===== src/rtl/core/dfdl_pkg.sv =====
// Shared constants and register indexes for the delimited frame decimal list parser.
package dfdl_pkg;

    // Byte codes used by the field parser
    localparam logic [7:0] COMMA_BYTE = 8'd44;
    localparam logic [7:0] DIGIT_ZERO = 8'd48;

    // Marker register indexes on the configuration port
    localparam int unsigned CFG_INDEX_W = 3;
    typedef enum logic [CFG_INDEX_W-1:0] {
        REG_BEGIN_FIRST  = 3'd0,
        REG_BEGIN_SECOND = 3'd1,
        REG_END_FIRST    = 3'd2,
        REG_END_SECOND   = 3'd3
    } cfg_reg_t;

    // Marker reset values
    localparam logic [7:0] BEGIN_FIRST_RST  = 8'd170;
    localparam logic [7:0] BEGIN_SECOND_RST = 8'd85;
    localparam logic [7:0] END_FIRST_RST    = 8'd13;
    localparam logic [7:0] END_SECOND_RST   = 8'd10;

    // Comma count ceiling
    localparam logic [7:0] COUNT_MAX = 8'd255;

endpackage


===== src/rtl/core/dfdl_acc.sv =====
// Decimal accumulator step (value*10 + byte - '0') and 32-bit output formatting.
module dfdl_acc #(
    parameter int VALUE_BITS = 32
) (
    input  logic [VALUE_BITS-1:0] acc,
    input  logic [7:0]            digit_byte,
    output logic [VALUE_BITS-1:0] acc_next,
    output logic signed [31:0]    value_out
);

    logic [VALUE_BITS-1:0] times8;
    logic [VALUE_BITS-1:0] times2;

    // value*10 as shifted sum, wrapping at VALUE_BITS
    assign times8   = {acc[VALUE_BITS-4:0], 3'b000};
    assign times2   = {acc[VALUE_BITS-2:0], 1'b0};
    assign acc_next = times8 + times2 + VALUE_BITS'(digit_byte)
                      - VALUE_BITS'(dfdl_pkg::DIGIT_ZERO);

    // Sign-extend narrow values, keep the low word of wide ones
    generate
        if (VALUE_BITS >= 32) begin : g_wide
            assign value_out = acc[31:0];
        end else begin : g_narrow
            assign value_out = {{(32-VALUE_BITS){acc[VALUE_BITS-1]}}, acc};
        end
    endgenerate

endmodule


===== src/rtl/core/delimited_frame_decimal_list_parser.sv =====
// Top level of the delimited frame decimal list parser.
//
// Usage: received bytes enter on the s_ channel (s_valid/s_ready, s_rx_byte).
// A frame opens with the begin marker pair and closes with the end marker
// pair; the four marker bytes are set through the write port (cfg_we,
// cfg_index, cfg_wdata); the user must change them only while the block is
// idle, which the block does not enforce. Each comma inside a frame gives
// one field request on the m_ channel with frame_done low; the end pair
// gives a summary request with frame_done high. Most bytes give no request.
// A request appears on the m_ side in the cycle after the byte that causes
// it is accepted. Throughput: one byte per cycle unless a request waits,
// set by the single output register; the parse step is a shift-and-add of
// VALUE_BITS bits. While a request waits with m_ready low, s_ready is low,
// whether or not the next byte would give a request; it rises in the cycle
// the request is taken. Reset (aresetn, synchronous, active low) restores
// the default markers, leaves the frame, and clears all counts and m_valid.
module delimited_frame_decimal_list_parser #(
    parameter int MAX_FRAME  = 256,
    parameter int VALUE_BITS = 32
) (
    input  logic                                    aclk,
    input  logic                                    aresetn,
    // Configuration write port
    input  logic                                    cfg_we,
    input  logic [dfdl_pkg::CFG_INDEX_W-1:0]        cfg_index,
    input  logic [7:0]                              cfg_wdata,
    // Byte input
    input  logic                                    s_valid,
    output logic                                    s_ready,
    input  logic [7:0]                              s_rx_byte,
    // Result output
    output logic                                    m_valid,
    input  logic                                    m_ready,
    output logic                                    m_frame_done,
    output logic [7:0]                              m_field_index,
    output logic signed [31:0]                      m_field_value,
    output logic                                    m_too_long,
    output logic                                    m_count_saturated
);

    localparam int FB_W = $clog2(MAX_FRAME + 2);
    localparam logic [FB_W-1:0] FB_MAX = FB_W'(MAX_FRAME);

    // Marker registers
    logic [7:0] begin_first_reg, begin_second_reg, end_first_reg, end_second_reg;

    // Parser state
    logic                  in_frame_reg, in_frame_next;
    logic [7:0]            prev_byte_reg, prev_byte_next;
    logic                  held_valid_reg, held_valid_next;
    logic [VALUE_BITS-1:0] acc_reg, acc_next;
    logic [7:0]            comma_count_reg, comma_count_next;
    logic [FB_W-1:0]       frame_bytes_reg, frame_bytes_next;
    logic                  sat_reg, sat_next;

    // Output register
    logic               m_valid_reg;
    logic               out_done_reg, out_done_next;
    logic [7:0]         out_index_reg, out_index_next;
    logic signed [31:0] out_value_reg, out_value_next;
    logic               out_long_reg, out_long_next;
    logic               out_sat_reg, out_sat_next;
    logic               emit;

    logic                  accept;
    logic [VALUE_BITS-1:0] acc_step;
    logic signed [31:0]    acc_value;
    logic [FB_W-1:0]       fb_inc;
    logic                  begin_hit;
    logic                  end_hit;
    logic                  count_full;

    assign s_ready = !m_valid_reg || m_ready;
    assign accept  = s_valid && s_ready;

    dfdl_acc #(
        .VALUE_BITS (VALUE_BITS)
    ) u_acc (
        .acc        (acc_reg),
        .digit_byte (prev_byte_reg),
        .acc_next   (acc_step),
        .value_out  (acc_value)
    );

    // Marker writes
    always_ff @(posedge aclk) begin
        if (!aresetn) begin
            begin_first_reg  <= dfdl_pkg::BEGIN_FIRST_RST;
            begin_second_reg <= dfdl_pkg::BEGIN_SECOND_RST;
            end_first_reg    <= dfdl_pkg::END_FIRST_RST;
            end_second_reg   <= dfdl_pkg::END_SECOND_RST;
        end else if (cfg_we) begin
            case (cfg_index)
                dfdl_pkg::REG_BEGIN_FIRST:  begin_first_reg  <= cfg_wdata;
                dfdl_pkg::REG_BEGIN_SECOND: begin_second_reg <= cfg_wdata;
                dfdl_pkg::REG_END_FIRST:    end_first_reg    <= cfg_wdata;
                dfdl_pkg::REG_END_SECOND:   end_second_reg   <= cfg_wdata;
                default: ;
            endcase
        end
    end

    assign begin_hit  = (prev_byte_reg == begin_first_reg) && (s_rx_byte == begin_second_reg);
    assign end_hit    = held_valid_reg && (prev_byte_reg == end_first_reg)
                        && (s_rx_byte == end_second_reg);
    assign fb_inc     = (frame_bytes_reg <= FB_MAX) ? frame_bytes_reg + 1'b1 : frame_bytes_reg;
    assign count_full = (comma_count_reg == dfdl_pkg::COUNT_MAX);

    // Per-byte parse step
    always_comb begin
        in_frame_next    = in_frame_reg;
        prev_byte_next   = prev_byte_reg;
        held_valid_next  = held_valid_reg;
        acc_next         = acc_reg;
        comma_count_next = comma_count_reg;
        frame_bytes_next = frame_bytes_reg;
        sat_next         = sat_reg;
        emit             = 1'b0;
        out_done_next    = 1'b0;
        out_index_next   = comma_count_reg;
        out_value_next   = acc_value;
        out_long_next    = 1'b0;
        out_sat_next     = sat_reg;

        if (begin_hit) begin
            // Begin pair: (re)start the frame
            in_frame_next    = 1'b1;
            prev_byte_next   = '0;
            held_valid_next  = 1'b0;
            acc_next         = '0;
            comma_count_next = '0;
            frame_bytes_next = '0;
            sat_next         = 1'b0;
        end else if (!in_frame_reg) begin
            prev_byte_next = s_rx_byte;
        end else if (end_hit) begin
            // End pair: summary request
            frame_bytes_next = fb_inc;
            emit             = 1'b1;
            out_done_next    = 1'b1;
            out_long_next    = (fb_inc > FB_MAX);
            in_frame_next    = 1'b0;
            held_valid_next  = 1'b0;
            prev_byte_next   = '0;
        end else begin
            frame_bytes_next = fb_inc;
            if (held_valid_reg) begin
                if (prev_byte_reg == dfdl_pkg::COMMA_BYTE) begin
                    // Comma: field request, count saturates at its ceiling
                    if (count_full) begin
                        sat_next = 1'b1;
                    end else begin
                        comma_count_next = comma_count_reg + 8'd1;
                    end
                    emit         = 1'b1;
                    out_sat_next = sat_reg || count_full;
                    acc_next     = '0;
                end else begin
                    acc_next = acc_step;
                end
            end
            prev_byte_next  = s_rx_byte;
            held_valid_next = 1'b1;
        end
    end

    // State registers
    always_ff @(posedge aclk) begin
        if (!aresetn) begin
            in_frame_reg    <= 1'b0;
            prev_byte_reg   <= '0;
            held_valid_reg  <= 1'b0;
            acc_reg         <= '0;
            comma_count_reg <= '0;
            frame_bytes_reg <= '0;
            sat_reg         <= 1'b0;
        end else if (accept) begin
            in_frame_reg    <= in_frame_next;
            prev_byte_reg   <= prev_byte_next;
            held_valid_reg  <= held_valid_next;
            acc_reg         <= acc_next;
            comma_count_reg <= comma_count_next;
            frame_bytes_reg <= frame_bytes_next;
            sat_reg         <= sat_next;
        end
    end

    // Output valid
    always_ff @(posedge aclk) begin
        if (!aresetn) begin
            m_valid_reg <= 1'b0;
        end else if (accept) begin
            m_valid_reg <= emit;
        end else if (m_ready) begin
            m_valid_reg <= 1'b0;
        end
    end

    // Output payload
    always_ff @(posedge aclk) begin
        if (accept && emit) begin
            out_done_reg  <= out_done_next;
            out_index_reg <= out_index_next;
            out_value_reg <= out_value_next;
            out_long_reg  <= out_long_next;
            out_sat_reg   <= out_sat_next;
        end
    end

    assign m_valid           = m_valid_reg;
    assign m_frame_done      = out_done_reg;
    assign m_field_index     = out_index_reg;
    assign m_field_value     = out_value_reg;
    assign m_too_long        = out_long_reg;
    assign m_count_saturated = out_sat_reg;

endmodule


===== config.mk =====
export PLATFORM = sky130hd
export DESIGN_NAME = delimited_frame_decimal_list_parser
export DESIGN_NICKNAME = d
export VERILOG_FILES = /design/src/rtl/core/dfdl_pkg.sv /design/src/rtl/core/dfdl_acc.sv /design/src/rtl/core/delimited_frame_decimal_list_parser.sv
export SDC_FILE = /design/constraint.sdc
export NUM_CORES = 1
export LEC_CHECK = 0
export ABC_AREA = 1
export BUFFER_PORTS_ARGS = -buffer_cell sky130_fd_sc_hd__clkbuf_2
export CAP_MARGIN = 20
export CORE_MARGIN = 2
export CORE_UTILIZATION = 35
export CTS_BUF_LIST = sky130_fd_sc_hd__clkbuf_8
export DETAILED_ROUTE_END_ITERATION = 16
export GPL_TIMING_DRIVEN = 0
export PLACE_DENSITY = 0.58
export SLEW_MARGIN = 30
export SYNTH_ARGS = -nofsm -noshare
export SYNTH_HDL_FRONTEND = slang
export SYNTH_SLANG_ARGS = --single-unit

===== constraint.sdc =====
create_clock -name aclk -period 3.46 [get_ports aclk]
set_input_delay 0.519 -clock aclk [delete_from_list [all_inputs] [get_ports aclk]]
set_output_delay 0.519 -clock aclk [all_outputs]
set_load 0.02 [all_outputs]

==> out/qor.csv, run 1 <==
stage,metric,value,unit
critical_path,worstPathArrival,3.51,ns
drt,detailedRoute.firstPassIterationCount,5,
critical_path,critPathLaunchType,flip-flop,
floorplanning,die_w,163,µm
finish,layout.cells.most_common_list,"308 x sky130_fd_sc_hd__nand2_1, 216 x sky130_fd_sc_hd__inv_1, 120 x sky130_fd_sc_hd__nor2_1",
placement,gp_congestion,0.935,
yosys,ys_dominant_reg_cell,sky130_fd_sc_hd__dfxtp_1,
floorplanning,io_pins,69,
finish,drive_above_1_share,10.8,%
global_routing,groute.layer.met1.usage,24.6,%
drt,routedWlPerCell,13.8,µm
yosys,asyncSetResetFlopFracSynth,0,%
finish,final-instance-count-excl-fill,1648,
sta,final_min_period_over_clock_period,92.7,%
pwr,cellLeakagePower,4.91,nW
clock_network,cts_buffers,17,
global_routing,grt_pass1_wl,36600,µm
yosys,synth-warning-count,0,
floorplanning,std_cell_rows,58,
clock_network,clk_path_buf_depth,2,
sta,rsz0062_at_grt,false,
status,outcome,"finished, final reports clean",
finish,layout_commonest_cell,sky130_fd_sc_hd__nand2_1,
drt,ant_nets,0,
yosys,postSynthAreaPerCell,7.24,µm²
sta,fin_worst_hold_slack,0.343,ns
clock_network,cts.htree.levels,4,
global_routing,grt.overflow.total,0,
min_path,min_path_type,input pin to flip-flop,
clock_network,ctsRootBufferMaster,sky130_fd_sc_hd__clkbuf_8,
min_path,cell_count_of_the_worst_hold_path,3,
finish,flow.area_growth_from_synthesis,13.5,%
yosys,synthesized_area,8810,µm²
yosys,syn_nets,1332,
yosys,synth_enable_flop_cells,43,
floorplanning,die_height,163,µm
clock_network,cts.hold.buffers_added,0,
clock_network,tritoncts,done,
critical_path,setup.worst_path.end_class,flip-flop,
placement,placed_cells,1616,
drt,finalWirelength,22700,µm
pwr,vdd_ir_drop_max,0.211,mV
global_routing,grt_start_max_net_pins,25,
global_routing,grt_pass1_vias,7095,
floorplanning,design.core.area,25000,µm²
finish,layout.filler_cells,2614,
critical_path,setup_crit_path_kind,flip-flop to flip-flop,
finish,design.final.nets,1420,
sta,pin_slew_with_the_least_headroom_to_its_limit,0.770,ns
yosys,yosys_register_bits,136,
placement,port_buffer_cells,68,
global_routing,globalRoute.busiestLayer,met2,
yosys,yosys-top-cells-area,"sky130_fd_sc_hd__dfxtp_1 21%, sky130_fd_sc_hd__edfxtp_1 15%, sky130_fd_sc_hd__nand2_1 13%",
yosys,post_synthesis_cells,1217,
global_routing,grt_use_total,17.7,%
sta,hold_viol,0,
drt,num_vias,7753,
clock_network,clkSlewWorstSetupHoldPaths,0.10,ns
clock_network,latest_clock_arrival_within_the_worst_skew_pair,0.46,ns
clock_network,tritoncts_num_sinks,136,
yosys,synth_sequential_area_ratio,35.8,%
finish,num_antenna_cells,0,
critical_path,path_max_fanout,5,
sta,clock.fmax,0.312,GHz
drt,detailedRoute.firstIterationViolations,505,
critical_path,reg2reg_depth,16,
pwr,p_per_area,328,nW/µm²
yosys,synth_largest_type_area_fraction,21.1,%
sta,report.final.slew_viol_count,0,
sta,fin_crit,3.21,ns
yosys,yosys.cell_types.count,43,
drt,remaining_drc_errors,0,
critical_path,worstPathRequired,3.76,ns
sta,clock_skew,0.0274,ns
floorplanning,die_area,26500,µm²
drt,drt-vias-per-instance,4.70,
floorplanning,initial_utilization,35.3,%
global_routing,antenna_found_initial,0,
global_routing,global_route.usage.met3,2.50,%
yosys,cell_type_with_the_largest_total_area_after_synthesis,sky130_fd_sc_hd__dfxtp_1,
run,cap_violations,0,
placement,dp.final_hpwl,17800,µm
sta,timing.slew.headroom,48.3,%
global_routing,grtUsageMet2,29.1,%
sta,finalSetupViolations,0,
routing by layer:
metal / part of all wire [%] / vias to the layer above
met5: 0 / -
met4: 1.0 / 0
met3: 4.0 / 19
met2: 46 / 148
met1: 49 / 3524
li1: - / 4062
layout make-up:
type,count,area (µm²),area share (%)
Timing Repair Buffer,69,368,3.68
Sequential cell,136,3160,31.6
Clock inverter,14,148,1.48
Buffer,19,120,1.20
Multi-Input combinational cell,835,4690,46.9
Clock buffer,18,248,2.48
Tap cell,330,413,4.13
Inverter,227,857,8.57
path summary, 6_finish.rpt:
kind | start | to | slack [ns]
worst max-delay path | prev_byte_reg[5]$_SDFFE_PN0P_ | acc_reg[21]$_SDFFE_PN0P_ | 0.25
worst min-delay path | cfg_wdata[4] | begin_second_reg[4]$_SDFFE_PN1P_ | 0.34
worst max register to register | prev_byte_reg[5]$_SDFFE_PN0P_ | acc_reg[21]$_SDFFE_PN0P_ | 0.25
worst min register to register | comma_count_reg[6]$_SDFFE_PN0P_ | m_field_index[6]$_DFFE_PP_ | 0.43
kinds of logic after synthesis:
family	Yosys count	share of synthesized area, %
compound gates	158	9.70
fa+ha+maj	91	13.4
xor+xnor	30	2.98
buf+inv	246	11.1
simple gates	556	27.0
flops	136	35.8
where the power goes:
part,switching (mW),internal [mW]
Combinational,0.177,0.0867
Sequential,0.0163,1.65
Clock,0.687,0.666
Total,0.881,2.40
synthesized netlist by cell type (2+ instances only):
cell	n
sky130_fd_sc_hd__nand2_1	308
sky130_fd_sc_hd__inv_1	216
sky130_fd_sc_hd__nor2_1	120
sky130_fd_sc_hd__dfxtp_1	93
sky130_fd_sc_hd__a21oi_1	87
sky130_fd_sc_hd__ha_1	85
sky130_fd_sc_hd__nand3_1	71
sky130_fd_sc_hd__o21ai_0	45
sky130_fd_sc_hd__edfxtp_1	43
sky130_fd_sc_hd__xor2_1	22
sky130_fd_sc_hd__nand4_1	15
sky130_fd_sc_hd__nor3_1	13
sky130_fd_sc_hd__clkbuf_1	11
sky130_fd_sc_hd__o211ai_1	11
sky130_fd_sc_hd__inv_2	8
sky130_fd_sc_hd__xnor2_1	8
sky130_fd_sc_hd__nor2_2	7
sky130_fd_sc_hd__fa_1	6
sky130_fd_sc_hd__buf_6	5
sky130_fd_sc_hd__nand3b_1	5
sky130_fd_sc_hd__buf_4	3
sky130_fd_sc_hd__o21a_1	3
sky130_fd_sc_hd__o21ai_1	3
sky130_fd_sc_hd__o21bai_1	3
sky130_fd_sc_hd__or2_2	3
sky130_fd_sc_hd__a21o_1	2
sky130_fd_sc_hd__a31oi_1	2
sky130_fd_sc_hd__clkinv_1	2
sky130_fd_sc_hd__nand2_4	2
sky130_fd_sc_hd__nor2_4	2
worst max-delay path: stages, from the launching register on:
cell	delay (ns)
sky130_fd_sc_hd__dfxtp_1	0.45
sky130_fd_sc_hd__inv_2	0.11
sky130_fd_sc_hd__fa_1	0.43
sky130_fd_sc_hd__inv_1	0.08
sky130_fd_sc_hd__fa_1	0.42
sky130_fd_sc_hd__ha_1	0.38
sky130_fd_sc_hd__nand2_1	0.14
sky130_fd_sc_hd__nand2_1	0.07
sky130_fd_sc_hd__nand2_1	0.06
sky130_fd_sc_hd__nand2_1	0.06
sky130_fd_sc_hd__nand2_1	0.07
sky130_fd_sc_hd__nand3_1	0.18
sky130_fd_sc_hd__nand2_1	0.12
sky130_fd_sc_hd__nand2_1	0.09
sky130_fd_sc_hd__or2_2	0.28
sky130_fd_sc_hd__nand3_1	0.08
sky130_fd_sc_hd__a21oi_1	0.06
metrics by stage:
step	total power, mW	TNS, ns	setup WS (ns)	utilization (%)	area (µm²)
floorplan	1.88	0	0.668	-	8810
global placement	1.96	-5.51	-0.133	38.3	9560
detailed placement	1.97	0	0.103	38.4	9590
CTS	3.32	0	0.0575	40.0	9980
global route	3.43	0	0.0304	40.1	10000
finish	3.28	0	0.252	40.1	10000
repair_timing:
item | in CTS | in global routing
endpoints found under the hold margin | 0 | 0
buffers inserted | 0 | 0
setup endpoints to repair | 0 | 6
resized for setup | 0 | 3
Note: power is estimated with default switching activity, not from simulation.
==> run 2, diff against run 1 <==
==> constraint.sdc (replaced) <==
create_clock -name aclk -period 3.91 [get_ports aclk]
set_input_delay 0.5865 -clock aclk [delete_from_list [all_inputs] [get_ports aclk]]
set_output_delay 0.5865 -clock aclk [all_outputs]
set_load 0.02 [all_outputs]
==> run 2 against run 1 <==
Effect of this change:
- hold slack improved by 0.069 ns
- largest power group unchanged
- non-clock buffer count did not move
- flip-flop and latch count did not move
- largest cell class unchanged
==> out/qor.csv, run 2 (synthesized netlist as in run 1, its figures left out) <==
stage,metric,value,unit,change
status,outcome,"finished, final reports clean",,unchanged
run,cap_violations,0,,unchanged
drt,remaining_drc_errors,0,,unchanged
drt,num_vias,7736,,was 7753
min_path,min_path_type,input pin to flip-flop,,unchanged
drt,detailedRoute.firstPassIterationCount,6,,was 5
drt,finalWirelength,22700,µm,about the same
sta,fin_crit,3.37,ns,was 3.21 ns
clock_network,cts_buffers,17,,unchanged
critical_path,worstPathRequired,4.21,ns,was 3.76 ns
floorplanning,die_w,163,µm,unchanged
floorplanning,io_pins,69,,unchanged
clock_network,cts-resized-gates,0,,unchanged
global_routing,grt_start_max_net_pins,25,,unchanged
global_routing,grt.overflow.total,0,,unchanged
floorplanning,initial_utilization,35.3,%,unchanged
placement,port_buffer_cells,68,,unchanged
sta,clock_skew,0.0274,ns,about the same
clock_network,post_cts.repair.setup_buffers,0,,unchanged
floorplanning,design.core.area,25000,µm²,unchanged
finish,num_antenna_cells,0,,unchanged
drt,routedWlPerCell,13.8,µm,about the same
clock_network,ctsRootBufferMaster,sky130_fd_sc_hd__clkbuf_8,,unchanged
sta,hold_viol,0,,unchanged
finish,layout_commonest_cell,sky130_fd_sc_hd__nand2_1,,unchanged
finish,design.final.nets,1420,,unchanged
drt,ant_nets,0,,unchanged
critical_path,path_max_fanout,5,,unchanged
finish,layout.cells.most_common_list,"308 x sky130_fd_sc_hd__nand2_1, 216 x sky130_fd_sc_hd__inv_1, 120 x sky130_fd_sc_hd__nor2_1",,unchanged
pwr,vdd_ir_drop_max,0.187,mV,was 0.211 mV
placement,place_worst_setup_slack,0.553,ns,was 0.103 ns
min_path,cell_count_of_the_worst_hold_path,3,,unchanged
sta,postLayoutSetupSlackWorst,0.535,ns,was 0.252 ns
drt,drt-vias-per-instance,4.69,,was 4.70
critical_path,critPathLaunchType,flip-flop,,unchanged
clock_network,cts.hold.buffers_added,0,,unchanged
clock_network,clk_path_buf_depth,2,,unchanged
critical_path,worstPathArrival,3.68,ns,was 3.51 ns
sta,final_min_period_over_clock_period,86.3,%,was 92.7%
finish,drive_above_1_share,10.6,%,was 10.8%
clock_network,tritoncts_num_sinks,136,,unchanged
sta,report.final.slew_viol_count,0,,unchanged
placement,gp_congestion,0.935,,unchanged
clock_network,tritoncts,done,,unchanged
floorplanning,die_height,163,µm,unchanged
sta,rsz0062_at_grt,false,,unchanged
sta,pin_slew_with_the_least_headroom_to_its_limit,0.769,ns,was 0.770 ns
clock_network,clkSlewWorstSetupHoldPaths,0.10,ns,about the same
clock_network,latest_clock_arrival_within_the_worst_skew_pair,0.46,ns,about the same
drt,detailedRoute.firstIterationViolations,502,,was 505
critical_path,setup.worst_path.end_class,flip-flop,,unchanged
sta,final.setup.tns,0,ns,unchanged
pwr,cellLeakagePower,4.91,nW,about the same
critical_path,reg2reg_depth,17,,was 16
global_routing,grt_pass1_vias,7095,,unchanged
floorplanning,std_cell_rows,58,,unchanged
clock_network,cts.htree.levels,4,,unchanged
critical_path,setup_crit_path_kind,flip-flop to flip-flop,,unchanged
global_routing,grt_pass1_wl,36600,µm,unchanged
global_routing,antenna_found_initial,0,,unchanged
pwr,p_per_area,291,nW/µm²,was 328 nW/µm²
placement,dp.final_hpwl,17800,µm,unchanged
sta,timing.slew.headroom,48.3,%,about the same
sta,finalSetupViolations,0,,unchanged
finish,flow.area_growth_from_synthesis,13.4,%,was 13.5%
sta,clock.fmax,0.296,GHz,was 0.312 GHz
floorplanning,die_area,26500,µm²,unchanged
critical_path,regToRegSetupSlack,0.54,ns,was 0.25 ns
global_routing,grt_use_total,17.7,%,unchanged
[run 2: cell types whose count changed in the layout (fill, tap and decap cells not counted)]
cell                      previous run  this run
sky130_fd_sc_hd__nand3_1            70        71
sky130_fd_sc_hd__nand3_2             2         1
sky130_fd_sc_hd__dfxtp_4             1         0
sky130_fd_sc_hd__dfxtp_1            92        93
[run 2: final timing paths]
| kind | startpoint | to |
|---|---|---|
| max | prev_byte_reg[3]$_SDFFE_PN0P_ | acc_reg[31]$_SDFFE_PN0P_ |
| min | cfg_wdata[4] | begin_second_reg[4]$_SDFFE_PN1P_ |
| max reg2reg | prev_byte_reg[3]$_SDFFE_PN0P_ | acc_reg[31]$_SDFFE_PN0P_ |
| min reg2reg | comma_count_reg[6]$_SDFFE_PN0P_ | m_field_index[6]$_DFFE_PP_ |
[run 2: through the flow]
step	hold slack, ns	power [mW]	utilization, %	area (µm²)	instances
floorplan	0.408	1.66	-	8810	1217
global placement	0.416	1.74	38.3	9560	1615
detailed placement	0.415	1.74	38.4	9590	1616
CTS	0.386	2.94	40.0	9980	1648
global route	0.408	3.04	40.0	9990	1648
finish	0.412	2.91	40.0	9990	1648
[run 2: final cells by class]
class	instances	area [µm²]
plain buffers	19	120
clock buffers	18	248
clock inverters	14	148
fillers	2616	15000
inverters	227	857
multi-input cells	835	4680
flip-flops and latches	136	3150
well taps	330	413
repair buffers	69	368
[run 2: power by group]
| part | switching, mW | total (mW) | internal, mW | leakage, nW |
|---|---|---|---|---|
| combinational | 0.157 | 0.233 | 0.0766 | 3.54 |
| sequential | 0.0146 | 1.48 | 1.46 | 1.15 |
| clock | 0.607 | 1.20 | 0.590 | 0.210 |
[run 2: per-layer routing]
metal | vias up | track usage [%] | wire length, µm | share of wire (%)
met2 | 159 | 29.1 | 10500 | 46
li1 | 4060 | - | - | -
met5 | - | 0 | 0 | 0
met4 | 0 | 4.26 | 216 | 0.95
met1 | 3500 | 24.6 | 11100 | 49
met3 | 17 | 2.50 | 910 | 4.0
[run 2: critical path: stages (launching register included)]
cell and delay (ns):
sky130_fd_sc_hd__dfxtp_1 0.48, sky130_fd_sc_hd__inv_2 0.11, sky130_fd_sc_hd__fa_1 0.54, sky130_fd_sc_hd__inv_1 0.05
sky130_fd_sc_hd__ha_1 0.27, sky130_fd_sc_hd__ha_1 0.19, sky130_fd_sc_hd__inv_1 0.07, sky130_fd_sc_hd__fa_1 0.40
sky130_fd_sc_hd__inv_1 0.13, sky130_fd_sc_hd__nand3_1 0.08, sky130_fd_sc_hd__nand3_1 0.19, sky130_fd_sc_hd__nand2_1 0.08
sky130_fd_sc_hd__nand3_1 0.17, sky130_fd_sc_hd__nand3_1 0.13, sky130_fd_sc_hd__nand2_1 0.09, sky130_fd_sc_hd__nand2_1 0.05
sky130_fd_sc_hd__nand3_1 0.11, sky130_fd_sc_hd__a21oi_1 0.08
==> run 3, diff against run 2 <==
--- a/config.mk
+++ b/config.mk
@@ -9,11 +9,11 @@
 export BUFFER_PORTS_ARGS = -buffer_cell sky130_fd_sc_hd__clkbuf_2
 export CAP_MARGIN = 20
 export CORE_MARGIN = 2
-export CORE_UTILIZATION = 35
+export CORE_UTILIZATION = 60
 export CTS_BUF_LIST = sky130_fd_sc_hd__clkbuf_8
 export DETAILED_ROUTE_END_ITERATION = 16
 export GPL_TIMING_DRIVEN = 0
-export PLACE_DENSITY = 0.58
+export PLACE_DENSITY = 0.87
 export SLEW_MARGIN = 30
 export SYNTH_ARGS = -nofsm -noshare
 export SYNTH_HDL_FRONTEND = slang
==> run 3 against run 2 <==
Effect of this change:
- die area down 41%
- sequential power about the same
- setup slack worse by 0.011 ns
- final cell count down 8.9%
- clock skew down 0.013 ns
- first-iteration DRC count up 50%
- utilization up 28 points
- highest routed layer unchanged
- wire length down 4.4%
- largest power group unchanged
- count of clock-buffer cells in the layout down 1
- register-to-register slack about the same
==> out/qor.csv, run 3 (synthesized netlist as in run 1, its figures left out) <==
stage,metric,value,unit,change
clock_network,post_cts.repair.setup_buffers,0,,unchanged
sta,timing.slew.headroom,42.5,%,was 48.3%
critical_path,critPathLaunchType,flip-flop,,unchanged
finish,layout.cells.most_common_list,"308 x sky130_fd_sc_hd__nand2_1, 217 x sky130_fd_sc_hd__inv_1, 120 x sky130_fd_sc_hd__nor2_1",,"was 308 x sky130_fd_sc_hd__nand2_1, 216 x sky130_fd_sc_hd__inv_1, 120 x sky130_fd_sc_hd__nor2_1"
global_routing,grt.overflow.total,0,,unchanged
critical_path,setup_crit_path_kind,flip-flop to flip-flop,,unchanged
global_routing,grt_pass1_wl,35600,µm,was 36600 µm
sta,clock.fmax,0.295,GHz,was 0.296 GHz
global_routing,grt_start_max_net_pins,28,,was 25
floorplanning,die_height,125,µm,was 163 µm
clock_network,cts.hold.buffers_added,0,,unchanged
sta,rsz0062_at_grt,false,,unchanged
floorplanning,io_pins,69,,unchanged
clock_network,tritoncts,done,,unchanged
finish,multi_input_combinational_cell_area,4680,µm²,unchanged
finish,layout.filler_cells,1204,,was 2616
run,cap_violations,0,,unchanged
sta,final_min_period_over_clock_period,86.6,%,was 86.3%
finish,final_util,68.3,%,was 40.0%
drt,remaining_drc_errors,0,,unchanged
sta,fin_crit,3.39,ns,was 3.37 ns
sta,finalSetupViolations,0,,unchanged
critical_path,worstPathRequired,4.30,ns,was 4.21 ns
drt,routedWlPerCell,14.5,µm,was 13.8 µm
drt,drt-vias-per-instance,5.41,,was 4.69
placement,gp_congestion,0.969,,was 0.935
critical_path,worstPathArrival,3.78,ns,was 3.68 ns
clock_network,clk_path_buf_depth,2,,unchanged
critical_path,setup.worst_path.end_class,flip-flop,,unchanged
sta,pin_slew_with_the_least_headroom_to_its_limit,0.857,ns,was 0.769 ns
finish,flow.area_growth_from_synthesis,11.8,%,was 13.4%
finish,num_antenna_cells,0,,unchanged
pwr,vdd_ir_drop_max,0.224,mV,was 0.187 mV
sta,final.setup.tns,0,ns,unchanged
placement,place_worst_setup_slack,0.634,ns,was 0.553 ns
drt,detailedRoute.firstPassIterationCount,6,,unchanged
floorplanning,die_area,15700,µm²,was 26500 µm²
clock_network,cts-resized-gates,0,,unchanged
drt,finalWirelength,21700,µm,was 22700 µm
global_routing,antenna_found_initial,0,,unchanged
placement,dp.final_hpwl,16200,µm,was 17800 µm
placement,port_buffer_cells,68,,unchanged
drt,num_vias,8130,,was 7736
drt,detailedRoute.firstIterationViolations,751,,was 502
clock_network,clkSlewWorstSetupHoldPaths,0.09,ns,was 0.10 ns
sta,hold_viol,0,,unchanged
status,outcome,"finished, final reports clean",,unchanged
finish,layout_commonest_cell,sky130_fd_sc_hd__nand2_1,,unchanged
clock_network,ctsRootBufferMaster,sky130_fd_sc_hd__clkbuf_8,,unchanged
drt,ant_nets,0,,unchanged
floorplanning,die_w,125,µm,was 163 µm
pwr,cellLeakagePower,4.93,nW,was 4.91 nW
sta,clock_skew,0.0144,ns,was 0.0274 ns
min_path,min_path_type,input pin to flip-flop,,unchanged
floorplanning,design.core.area,14400,µm²,was 25000 µm²
clock_network,cts_buffers,17,,unchanged
pwr,p_per_area,306,nW/µm²,was 291 nW/µm²
floorplanning,std_cell_rows,44,,was 58
floorplanning,initial_utilization,61.1,%,was 35.3%
critical_path,path_max_fanout,5,,unchanged
sta,postLayoutSetupSlackWorst,0.524,ns,was 0.535 ns
clock_network,tritoncts_num_sinks,136,,unchanged
clock_network,latest_clock_arrival_within_the_worst_skew_pair,0.47,ns,was 0.46 ns
sta,report.final.slew_viol_count,0,,unchanged
finish,seqCellArea,3150,µm²,unchanged
pwr,p_total,3.02,mW,was 2.91 mW
finish,drive_above_1_share,10.5,%,was 10.6%
placement,placed_cells,1470,,was 1616
global_routing,grt_use_total,28.0,%,was 17.7%
finish,final-instance-count-excl-fill,1502,,was 1648
clock_network,cts.htree.levels,4,,unchanged
finish,design.final.nets,1420,,unchanged
global_routing,grt_pass1_vias,7491,,was 7095
[run 3: cell count changes in the layout (fill, tap and decap cells not counted)]
| cell | before | now |
|---|---|---|
| sky130_fd_sc_hd__clkinv_4 | 4 | 1 |
| sky130_fd_sc_hd__bufinv_16 | 2 | 4 |
| sky130_fd_sc_hd__clkbuf_8 | 18 | 17 |
| sky130_fd_sc_hd__inv_1 | 216 | 217 |
| sky130_fd_sc_hd__inv_4 | 2 | 1 |
| sky130_fd_sc_hd__inv_6 | 4 | 5 |
| sky130_fd_sc_hd__inv_8 | 0 | 1 |
[run 3: cell type report]
cell class | instances | share of cell area [%]
multi-input combinational | 835 | 47.6
timing repair buffer | 69 | 3.74
clock inverter | 15 | 2.02
clock buffer | 17 | 2.38
tap | 184 | 2.34
inverter | 227 | 8.71
buffer | 19 | 1.22
sequential | 136 | 32.0
[run 3: through the flow]
stage               hold WS, ns  instance area (µm²)
floorplan                 0.408                 8810
global placement          0.414                 9380
detailed placement        0.424                 9410
CTS                       0.386                 9840
global route              0.412                 9840
finish                    0.388                 9840
[run 3: critical path: stages (launching register included)]
cell,delay (ns)
sky130_fd_sc_hd__dfxtp_1,0.46
sky130_fd_sc_hd__inv_2,0.09
sky130_fd_sc_hd__fa_1,0.55
sky130_fd_sc_hd__inv_1,0.04
sky130_fd_sc_hd__ha_1,0.27
sky130_fd_sc_hd__ha_1,0.20
sky130_fd_sc_hd__inv_1,0.07
sky130_fd_sc_hd__fa_1,0.42
sky130_fd_sc_hd__inv_1,0.13
sky130_fd_sc_hd__nand3_1,0.08
sky130_fd_sc_hd__nand3_1,0.22
sky130_fd_sc_hd__nand2_1,0.10
sky130_fd_sc_hd__nand3_1,0.14
sky130_fd_sc_hd__nand3_1,0.13
sky130_fd_sc_hd__nand3_1,0.11
sky130_fd_sc_hd__nand3_1,0.15
sky130_fd_sc_hd__a21oi_1,0.16
[run 3: final timing paths]
| kind | start | end | slack, ns | depth (start not counted) |
|---|---|---|---|---|
| setup / recovery | prev_byte_reg[3]$_SDFFE_PN0P_ | acc_reg[31]$_SDFFE_PN0P_ | 0.52 | 16 |
| hold / removal | cfg_wdata[3] | begin_first_reg[3]$_SDFFE_PN1P_ | 0.39 | 3 |
| setup reg to reg | prev_byte_reg[3]$_SDFFE_PN0P_ | acc_reg[31]$_SDFFE_PN0P_ | 0.52 | 16 |
| hold reg to reg | comma_count_reg[7]$_SDFFE_PN0P_ | m_field_index[7]$_DFFE_PP_ | 0.44 | 0 |
[run 3: report_power, final]
group	switching, mW	internal (mW)	total (mW)
combinational	0.155	0.0769	0.232
sequential	0.0147	1.46	1.48
clock	0.607	0.701	1.31
[run 3: layer usage]
metal / vias to the layer above / wire [µm] / track usage, % / part of all wire, %
li1: 4052 / - / - / -
met5: - / 0 / 0 / 0
met1: 3679 / 9550 / 37.3 / 44
met3: 65 / 1550 / 5.13 / 7.1
met4: 0 / 752 / 11.7 / 3.5
met2: 334 / 9850 / 45.0 / 45
